===== src/cda_pkg.sv =====
// Package with payload types, operation codes and calendar helper functions.
`timescale 1ns / 1ps
package cda_pkg;

   localparam int MaxYearDefault = 9999;

   localparam logic [3:0] FUNC_ADD_DAYS = 4'd0;
   localparam logic [3:0] FUNC_SUB_DAYS = 4'd1;
   localparam logic [3:0] FUNC_ADD_MON  = 4'd2;
   localparam logic [3:0] FUNC_SUB_MON  = 4'd3;
   localparam logic [3:0] FUNC_ADD_YRS  = 4'd4;
   localparam logic [3:0] FUNC_SUB_YRS  = 4'd5;
   localparam logic [3:0] FUNC_DOY      = 4'd6;
   localparam logic [3:0] FUNC_WEEK     = 4'd7;
   localparam logic [3:0] FUNC_DIFF     = 4'd8;
   localparam logic [3:0] FUNC_CHECK    = 4'd9;

   typedef struct packed {
      logic [3:0]  func;
      logic [4:0]  in_day;
      logic [3:0]  in_month;
      logic [13:0] in_year;
      logic [15:0] amount;
      logic [4:0]  other_day;
      logic [3:0]  other_month;
      logic [13:0] other_year;
   } req_type;

   typedef struct packed {
      logic [4:0]  out_day;
      logic [3:0]  out_month;
      logic [13:0] out_year;
      logic [21:0] number;
      logic        date_valid;
   } rsp_type;

   // Quotient by 100 through a reciprocal multiplication, exact below 2**17.
   function automatic logic [10:0] div100(input logic [16:0] y);
      logic [34:0] p;
      begin
         p = 35'(y) * 35'd167773;
         div100 = p[34:24];
      end
   endfunction

   function automatic logic is_leap(input logic [16:0] y);
      logic [10:0] q100;
      logic [6:0]  r100;
      begin
         q100 = div100(y);
         r100 = 7'(y - 17'(q100) * 17'd100);
         is_leap = (y[1:0] == 2'd0) && ((r100 != 7'd0) || (q100[1:0] == 2'd0));
      end
   endfunction

   function automatic logic [4:0] dim(input logic [3:0] m, input logic leap);
      begin
         unique case (m)
            4'd1, 4'd3, 4'd5, 4'd7, 4'd8, 4'd10, 4'd12: dim = 5'd31;
            4'd4, 4'd6, 4'd9, 4'd11: dim = 5'd30;
            4'd2: dim = leap ? 5'd29 : 5'd28;
            default: dim = 5'd0;
         endcase
      end
   endfunction

   // Days before the first of month m (1..12).
   function automatic logic [8:0] days_before(input logic [3:0] m, input logic leap);
      logic [8:0] b;
      begin
         unique case (m)
            4'd1: b = 9'd0;    4'd2: b = 9'd31;   4'd3: b = 9'd59;
            4'd4: b = 9'd90;   4'd5: b = 9'd120;  4'd6: b = 9'd151;
            4'd7: b = 9'd181;  4'd8: b = 9'd212;  4'd9: b = 9'd243;
            4'd10: b = 9'd273; 4'd11: b = 9'd304; 4'd12: b = 9'd334;
            default: b = 9'd0;
         endcase
         days_before = (leap && m > 4'd2) ? b + 9'd1 : b;
      end
   endfunction

   // Days in all years before year p+1 (p = y - 1).
   function automatic logic [24:0] year_days(input logic [16:0] p);
      logic [10:0] q;
      begin
         q = div100(p);
         year_days = 25'(p) * 25'd365 + 25'(p >> 2) - 25'(q) + 25'(q >> 2);
      end
   endfunction

endpackage


===== src/calendar_date_arithmetic_top.sv =====
// Top level of the Gregorian date arithmetic pipeline.
// Throughput: one item per cycle while the response side is ready.
// Stages: decode, day count, two serial to year stages, and output, which holds the month search.
// Reset clears all stage valid bits; payload registers are not reset.
`timescale 1ns / 1ps
module calendar_date_arithmetic_top #(
   parameter int MAX_YEAR = cda_pkg::MaxYearDefault
) (
   input  logic             clock,
   input  logic             reset,
   input  logic             req_valid,
   output logic             req_ready,
   input  cda_pkg::req_type req_data,
   output logic             rsp_valid,
   input  logic             rsp_ready,
   output cda_pkg::rsp_type rsp_data
);
   import cda_pkg::*;

   localparam logic [16:0] MaxY = 17'(MAX_YEAR);

   logic adv;
   logic v1_ff, v2_ff, v3a_ff, v3_ff, v4_ff;
   assign adv = !v4_ff || rsp_ready;
   assign req_ready = adv;

   // Stage 1: validity, day of year, days before the year.
   req_type     r1_ff;
   logic        ok1_ff, ok1_in, ok2b1_ff, ok2b1_in;
   logic [8:0]  doy1_ff, doy1_in, doy2_ff, doy2_in;
   logic [24:0] yd1_ff, yd1_in, yd2_ff, yd2_in;
   logic        lp1, lp2;
   logic [4:0]  dim1;
   logic [4:0]  dim2;
   always_comb begin
      lp1 = is_leap(17'(req_data.in_year));
      lp2 = is_leap(17'(req_data.other_year));
      dim1 = dim(req_data.in_month, lp1);
      dim2 = dim(req_data.other_month, lp2);
      ok1_in = req_data.in_year != 14'd0 && 17'(req_data.in_year) <= MaxY
             && req_data.in_day != 5'd0 && req_data.in_day <= dim1;
      ok2b1_in = req_data.other_year != 14'd0 && 17'(req_data.other_year) <= MaxY
             && req_data.other_day != 5'd0 && req_data.other_day <= dim2;
      doy1_in = days_before(req_data.in_month, lp1) + 9'(req_data.in_day);
      doy2_in = days_before(req_data.other_month, lp2) + 9'(req_data.other_day);
      yd1_in = year_days(17'(req_data.in_year) - 17'd1);
      yd2_in = year_days(17'(req_data.other_year) - 17'd1);
   end

   always_ff @(posedge clock) begin
      if (reset) v1_ff <= 1'b0;
      else if (adv) v1_ff <= req_valid;
      if (adv) begin
         r1_ff <= req_data; ok1_ff <= ok1_in; ok2b1_ff <= ok2b1_in;
         doy1_ff <= doy1_in; doy2_ff <= doy2_in;
         yd1_ff <= yd1_in; yd2_ff <= yd2_in;
      end
   end

   // Stage 2: serial numbers and the month and year steps.
   logic [24:0] lim;
   logic [24:0] sa, sb, t2_in, t2_ff;
   logic        hi2_in, lo2_in, hi2_ff, lo2_ff;
   logic [16:0] oy2_in, oy2_ff;
   logic [3:0]  om2_in, om2_ff;
   logic [21:0] num2_in, num2_ff;
   logic        ok2_in, ok2_ff;
   logic [3:0]  f2_ff;
   logic [4:0]  d2_ff;
   logic [18:0] idx;
   logic [39:0] yq_p;
   logic [16:0] yq;
   logic [8:0]  wk0;
   logic [17:0] wk_p;
   always_comb begin
      lim = year_days(MaxY - 17'd1) + 25'd365 + 25'(is_leap(MaxY));
      sa = yd1_ff + 25'(doy1_ff);
      sb = yd2_ff + 25'(doy2_ff);
      hi2_in = 1'b0; lo2_in = 1'b0; t2_in = sa;
      oy2_in = 17'(r1_ff.in_year); om2_in = r1_ff.in_month;
      num2_in = 22'd0; ok2_in = ok1_ff;
      idx = 19'(r1_ff.in_year) * 19'd12 + 19'(r1_ff.in_month) - 19'd1;
      yq_p = 40'd0;
      yq = 17'd0;
      wk0 = doy1_ff - 9'd1;
      wk_p = 18'(wk0) * 18'd586;
      unique case (r1_ff.func)
         FUNC_ADD_DAYS: begin
            t2_in = sa + 25'(r1_ff.amount);
            hi2_in = t2_in > lim;
         end
         FUNC_SUB_DAYS: begin
            lo2_in = 25'(r1_ff.amount) >= sa;
            t2_in = sa - 25'(r1_ff.amount);
         end
         FUNC_ADD_MON, FUNC_SUB_MON: begin
            if (r1_ff.func == FUNC_ADD_MON) idx = idx + 19'(r1_ff.amount);
            else if (19'(r1_ff.amount) + 19'd12 > idx) lo2_in = 1'b1;
            else idx = idx - 19'(r1_ff.amount);
            yq_p = 40'(idx) * 40'd699051;
            yq = 17'(yq_p[38:23]);
            oy2_in = yq;
            om2_in = 4'(idx - 19'(yq) * 19'd12 + 19'd1);
            if (!lo2_in && yq > MaxY) hi2_in = 1'b1;
         end
         FUNC_ADD_YRS: begin
            oy2_in = 17'(r1_ff.in_year) + 17'(r1_ff.amount);
            hi2_in = oy2_in > MaxY;
         end
         FUNC_SUB_YRS: begin
            lo2_in = r1_ff.amount >= 16'(r1_ff.in_year);
            oy2_in = 17'(r1_ff.in_year) - 17'(r1_ff.amount);
         end
         FUNC_DOY: num2_in = 22'(doy1_ff);
         FUNC_WEEK: num2_in = 22'(wk_p[17:12]) + 22'd1;
         FUNC_DIFF: begin
            num2_in = 22'(sa > sb ? sa - sb : sb - sa);
            if (!ok2b1_ff) begin ok2_in = 1'b0; num2_in = 22'd0; end
         end
         default: ;
      endcase
      if (!ok1_ff) begin
         num2_in = 22'd0; hi2_in = 1'b0; lo2_in = 1'b0;
         oy2_in = 17'(r1_ff.in_year); om2_in = r1_ff.in_month;
      end
   end

   always_ff @(posedge clock) begin
      if (reset) v2_ff <= 1'b0;
      else if (adv) v2_ff <= v1_ff;
      if (adv) begin
         t2_ff <= t2_in; hi2_ff <= hi2_in; lo2_ff <= lo2_in;
         oy2_ff <= oy2_in; om2_ff <= om2_in; num2_ff <= num2_in;
         ok2_ff <= ok2_in; f2_ff <= r1_ff.func; d2_ff <= r1_ff.in_day;
      end
   end

   // Stages 3 and 4: serial conversion, then clamping and output.
   logic [16:0] sy;
   logic [3:0]  sm;
   logic [4:0]  sd;
   cda_serial u_serial (
      .clock(clock), .adv(adv), .serial(t2_ff),
      .year(sy), .month(sm), .day(sd)
   );

   logic        hi3a_ff, lo3a_ff, ok3a_ff;
   logic [16:0] oy3a_ff;
   logic [3:0]  om3a_ff, f3a_ff;
   logic [21:0] num3a_ff;
   logic [4:0]  d3a_ff;
   always_ff @(posedge clock) begin
      if (reset) v3a_ff <= 1'b0;
      else if (adv) v3a_ff <= v2_ff;
      if (adv) begin
         hi3a_ff <= hi2_ff; lo3a_ff <= lo2_ff; ok3a_ff <= ok2_ff;
         oy3a_ff <= oy2_ff; om3a_ff <= om2_ff; f3a_ff <= f2_ff;
         num3a_ff <= num2_ff; d3a_ff <= d2_ff;
      end
   end

   logic        hi3_ff, lo3_ff, ok3_ff;
   logic [16:0] oy3_ff;
   logic [3:0]  om3_ff, f3_ff;
   logic [21:0] num3_ff;
   logic [4:0]  d3_ff;
   always_ff @(posedge clock) begin
      if (reset) v3_ff <= 1'b0;
      else if (adv) v3_ff <= v3a_ff;
      if (adv) begin
         hi3_ff <= hi3a_ff; lo3_ff <= lo3a_ff; ok3_ff <= ok3a_ff;
         oy3_ff <= oy3a_ff; om3_ff <= om3a_ff; f3_ff <= f3a_ff;
         num3_ff <= num3a_ff; d3_ff <= d3a_ff;
      end
   end

   rsp_type o_in, o_ff;
   logic [4:0]  cd, lim_d;
   logic [16:0] fy;
   logic [3:0]  fm;
   always_comb begin
      fy = oy3_ff; fm = om3_ff; cd = d3_ff;
      if (f3_ff == FUNC_ADD_DAYS || f3_ff == FUNC_SUB_DAYS) begin
         fy = sy; fm = sm; cd = sd;
      end
      lim_d = dim(fm, is_leap(fy));
      o_in.number = num3_ff;
      o_in.date_valid = ok3_ff;
      o_in.out_day = cd; o_in.out_month = fm; o_in.out_year = 14'(fy);
      if (ok3_ff && f3_ff <= FUNC_SUB_YRS) begin
         if (hi3_ff) begin
            o_in.out_day = 5'd31; o_in.out_month = 4'd12;
            o_in.out_year = 14'(MaxY); o_in.date_valid = 1'b0;
         end else if (lo3_ff) begin
            o_in.out_day = 5'd1; o_in.out_month = 4'd1;
            o_in.out_year = 14'd1; o_in.date_valid = 1'b0;
         end else if (cd > lim_d) begin
            o_in.out_day = lim_d;
         end
      end
      if (!ok3_ff && f3_ff <= FUNC_SUB_YRS) begin
         o_in.out_day = d3_ff; o_in.out_month = om3_ff; o_in.out_year = 14'(oy3_ff);
      end
   end

   always_ff @(posedge clock) begin
      if (reset) v4_ff <= 1'b0;
      else if (adv) v4_ff <= v3_ff;
      if (adv) o_ff <= o_in;
   end

   assign rsp_valid = v4_ff;
   assign rsp_data  = o_ff;

   a_hold: assert property (@(posedge clock) disable iff (reset)
      rsp_valid && !rsp_ready |=> rsp_valid && $stable(rsp_data))
      else $error("response item changed while stalled");
   a_ready: assert property (@(posedge clock) disable iff (reset)
      !rsp_valid |-> req_ready)
      else $error("pipeline stalled with empty output");
   a_num: assert property (@(posedge clock) disable iff (reset)
      rsp_valid && !rsp_data.date_valid && rsp_data.number != 22'd0 |-> 1'b0)
      else $error("number set on an invalid item");
endmodule


===== src/cda_serial.sv =====
// Serial day number to year, month and day conversion across two register stages.
`timescale 1ns / 1ps
module cda_serial (
   input  logic        clock,
   input  logic        adv,
   input  logic [24:0] serial,
   output logic [16:0] year,
   output logic [3:0]  month,
   output logic [4:0]  day
);
   import cda_pkg::*;

   logic [7:0]  q400_ff, q400_in;
   logic [1:0]  q100_ff, q100_in;
   logic [15:0] r100_ff, r100_in;
   logic [16:0] yr_ff, yr_in;
   logic [8:0]  doy_ff, doy_in;
   logic [24:0] n;
   logic [50:0] p400;
   logic [17:0] r400;
   logic [30:0] p4;
   logic [4:0]  q4;
   logic [10:0] r4;
   logic [1:0]  q1;
   logic        lp;
   logic [3:0]  mo;

   always_comb begin
      n       = serial - 25'd1;
      p400    = 51'(n) * 51'd60207212;
      q400_in = p400[50:43];
      r400    = 18'(n - 25'(q400_in) * 25'd146097);
      q100_in = 2'(r400 >= 18'd36524) + 2'(r400 >= 18'd73048) + 2'(r400 >= 18'd109572);
      r100_in = 16'(r400 - 18'(q100_in) * 18'd36524);
   end

   always_comb begin
      p4     = 31'(r100_ff) * 31'd45934;
      q4     = p4[30:26];
      r4     = 11'(r100_ff - 16'(q4) * 16'd1461);
      q1     = 2'(r4 >= 11'd365) + 2'(r4 >= 11'd730) + 2'(r4 >= 11'd1095);
      doy_in = 9'(r4 - 11'(q1) * 11'd365);
      yr_in  = 17'(q400_ff) * 17'd400 + 17'(q100_ff) * 17'd100 + 17'(q4) * 17'd4
             + 17'(q1) + 17'd1;
   end

   always_ff @(posedge clock) begin
      if (adv) begin
         q400_ff <= q400_in;
         q100_ff <= q100_in;
         r100_ff <= r100_in;
         yr_ff   <= yr_in;
         doy_ff  <= doy_in;
      end
   end

   always_comb begin
      lp = is_leap(yr_ff);
      mo = 4'd12;
      for (int k = 12; k >= 2; k--) begin
         if (doy_ff < days_before(4'(k), lp)) mo = 4'(k - 1);
      end
      year  = yr_ff;
      month = mo;
      day   = 5'(doy_ff - days_before(mo, lp) + 9'd1);
   end
endmodule

===== config.mk =====
export PLATFORM = sky130hd
export DESIGN_NAME = calendar_date_arithmetic_top
export DESIGN_NICKNAME = d
export VERILOG_FILES = /design/src/cda_pkg.sv /design/src/calendar_date_arithmetic_top.sv /design/src/cda_serial.sv
export SDC_FILE = /design/constraint.sdc
export NUM_CORES = 2
export LEC_CHECK = 0
export BUFFER_PORTS_ARGS = -buffer_cell sky130_fd_sc_hd__buf_2
export CORE_MARGIN = 1.5
export CORE_UTILIZATION = 50
export DETAILED_ROUTE_END_ITERATION = 10
export PLACE_DENSITY_LB_ADDON = 0.08
export SYNTH_ARGS = -nofsm -noshare
export SYNTH_HDL_FRONTEND = slang
export SYNTH_HIERARCHICAL = 1
export SYNTH_SLANG_ARGS = --single-unit
export TNS_END_PERCENT = 5

===== constraint.sdc =====
create_clock -name clock -period 54.3 [get_ports clock]
set_input_delay 10.86 -clock clock [delete_from_list [all_inputs] [get_ports clock]]
set_output_delay 10.86 -clock clock [all_outputs]
set_load 0.03 [all_outputs]

==> results.tsv <==
stage	metric	value	unit
yosys	most instantiated library cell after synthesis	inv_1	
route	drt via density	5.32	
timing	Slew HR	0.189	
cts	hold buffer count at CTS	0	
cts	postcts setup bufs	0	
cts	CTS tree	yes	
finish	Reg area	0.0121	sq mm
floorplanning	CORE AREA	0.176	sq mm
finish	Area Growth Syn to Fin	5.98	%
timing	Fin Setup TNS	0	ns
grt	met2 usage	0.437	
grt	busiest grt layer	met2	
grt	antenna violations before repair	5	
route	WL/cell	19.2	um
timing	fmax	0.0396	GHz
critical_path	worst-path cell with the longest stage delay	xnor2_1	
floorplanning	die span in x	425	um
critical_path	CP Class	in2reg	
timing	Final Hold Vio Count	0	
route	# DRC	0	
route	WL final	221000	um
finish	nets	12300	
finish	Filler Cell Count	16200	
hold_path	Tightest Hold Check Type	reg2reg	
finish	Final Non-Filler Cells	11500	
critical_path	Reg2Reg Setup Slack	36.77	ns
place	placed cells	11400	
yosys	Distinct cells, synth	107	
run_status	status	finished clean	
critical_path	crit start category	primary input	
run	# Max-Cap Violations	0	
grt	gr usage total	0.253	
hold_path	Hold Path End	num3_ff[2]$_DFFE_PP_	
hold_path	hold depth	0	
finish	multi-input logic area	0.0679	sq mm
critical_path	reg2reg path depth	61	
yosys	Synthesis Warnings	6	
yosys	number of synthesized flops with an enable pin	398	
yosys	Area contributors post-synth	fa_1 (28%), ha_1 (26%), edfxtp_1 (13%)	
critical_path	crit-path most repeated cell	fa_1	
floorplanning	die area	0.181	sq mm
yosys	Post-synth top cells	inv_1 (2320), ha_1 (1842), fa_1 (1256)	
floorplanning	Initial Util	0.504	
critical_path	Critical R2R Capture	u_serial/r100_ff[15]$_DFFE_PP_	
yosys	Synth Flop Type	edfxtp_1	
floorplanning	row cnt	154	
finish	share of cells above drive strength 1	0.0398	
cts	Skew-Pair Late Insertion Delay	0.65	ns
floorplanning	I/O pin total	118	
route	drt pass-1 iters	8	
yosys	fraction of registers with async set/reset	0	
timing	final setup fails	0	
critical_path	CP Max Fanout	18	
timing	RSZ-0062 raised after global routing	no	
critical_path	CP peak stage delay	0.88	ns
timing	fin crit share	0.465	
yosys	Yosys reg bits	403	
grt	met1 Usage GRT	0.344	
yosys	Synth Area per Inst	9.89	sq um
hold_path	min-delay src	num3a_ff[2]$_DFFE_PP_	
cts	Sink Count	403	
floorplanning	Die Ht	425	um
route	vias after detailed routing	61200	
place	number of port buffers	117	
grt	pin count of the biggest net entering global routing	83	
yosys	sequential share of the synthesized area	0.135	
critical_path	WP data arrival	25.62	ns
cts	H-tree level count	2	
critical_path	CP Capture Type	register	
yosys	Cells after Synth	8997	
yosys	proportion of netlist area held by the largest area contributor	0.282	
cts	total CTS buffers	51	
place	RePlAce Congestion	0.954	
critical_path	required time worst endpoint	54.66	ns
grt	Congestion Overflow GR	0	
cts	Post-CTS Resized	0	
yosys	post-synth design cell area	0.0890	sq mm
grt	first-pass GRT wire length	361000	um
yosys	area leader, netlist	fa_1	
cts	clock tree buffer depth	3	
route	number of routed nets with antenna violations	0	
timing	Min Clock Period, post-route	25.26	ns
grt	met3 Usage GRT	0.0206	
cts	CTS Root Cell	clkbuf_16	
yosys	syn nets	12200	
critical_path	worst r2r src	t2_ff[3]$_DFFE_PP_	
cts	clock-pin slew on the worst setup and hold paths	0.07	ns
timing	Layout Skew	0.0470	ns
timing	worst slew pin tran	1.19	ns
place	DP HPWL	194000	um
grt	vias in the first global route	65200	
timing	max-slew violations	0	
route	1st-iter DRT viols	3477	
-- worst max path at each step --
stage	from	to	slack [ns]	cells past startpoint
final	req_data[39]	yd1_ff[21]$_DFFE_PP_	29.04	52
after floorplan	rsp_ready	req_ready	21.32	2
after global routing	req_data[39]	yd1_ff[21]$_DFFE_PP_	27.84	52
after CTS	req_data[39]	yd1_ff[21]$_DFFE_PP_	29.12	52
after detailed placement	req_data[39]	yd1_ff[21]$_DFFE_PP_	28.56	52
after global placement	req_data[39]	yd1_ff[21]$_DFFE_PP_	28.82	52
-- metal layers --
metal | vias to the layer above | part of all wire
met1 | 30200 | 0.45
met3 | 257 | 0.036
met4 | 6 | 0.026
li1 | 29500 | -
met2 | 1145 | 0.49
met5 | - | 0.00024
-- worst max-delay path, delay by kind of cell --
kind,cells,cell delay [ns]
AOI/OAI and AO/OA,18,4.21
xor gates and xnor gates,2,0.96
adders and majority gates,13,5.83
buffers and inverters,8,1.56
and+or+nand+nor,11,2.15
-- stage by stage --
step | hold slack (ns) | setup WS (ns) | util | cell area, sq um
2_1_floorplan | 0.400 | 21.32 | - | 89000
3_5_place_dp | 0.405 | 28.56 | 0.525 | 92600
5_1_grt | 0.415 | 27.84 | 0.534 | 94300
4_1_cts | 0.414 | 29.12 | 0.534 | 94300
6_report | 0.409 | 29.04 | 0.535 | 94300
3_3_place_gp | 0.402 | 28.82 | 0.525 | 92600
-- layout make-up --
type                       instances  area share
multi-input combinational       6170       0.719
sequential                       403       0.128
inverter                        2324      0.0925
tap                             2340      0.0310
clock buffer                      52      0.0136
timing repair buffer             173      0.0107
clock inverter                    42     0.00500
antenna                            2   0.0000531
-- cells in the final DEF, fill, tap and decap left out, drive strengths merged, types with 23 or more instances in the layout --
cell type,synthesis,final
ha,1842,1842
buf,17,173
fa,1256,1256
and2,30,30
nand2,239,239
mux2,27,27
xnor2,371,371
mux2i,45,45
nand2b,53,53
clkbuf,83,52
or3,36,36
a21o,165,165
o21ai,232,232
edfxtp,398,398
o31ai,23,23
a31oi,58,58
and3,37,37
inv,2322,2335
o21bai,60,60
o21a,53,53
a211o,23,23
a21boi,24,24
nor3,102,102
a21oi,388,388
xor2,145,145
nand4,44,44
nand3,103,103
nor4,24,24
a211oi,37,37
nor2,362,362
or2,31,31
nor2b,62,62
-- cell families (layout without fill, tap and decap cells) --
kind of cell,Yosys count,in the layout,share of synthesized area
and+or+nand+nor,1193,1193,0.0660
other,0,2,0
xor gates and xnor gates,517,517,0.0512
adders and majority gates,3098,3098,0.541
DFF,403,403,0.135
buffers and inverters,2424,2591,0.102
muxes,73,73,0.00873
AOI/OAI and AO/OA,1289,1289,0.0949
-- state kept, by name (all words and copies together), names as in the netlist, 17 cells and up --
signal         count
yd2_ff            25
yd1_ff            25
num3a_ff          22
oy3_ff            17
r1_ff             43
t2_ff             25
u_serial/year     17
oy2_ff            17
num2_ff           22
oy3a_ff           17
rsp_data          46
num3_ff           22
Power is left out: the tool's default activity adds up to more than one toggle a clock period on the data nets, which glitch-free logic cannot reach.
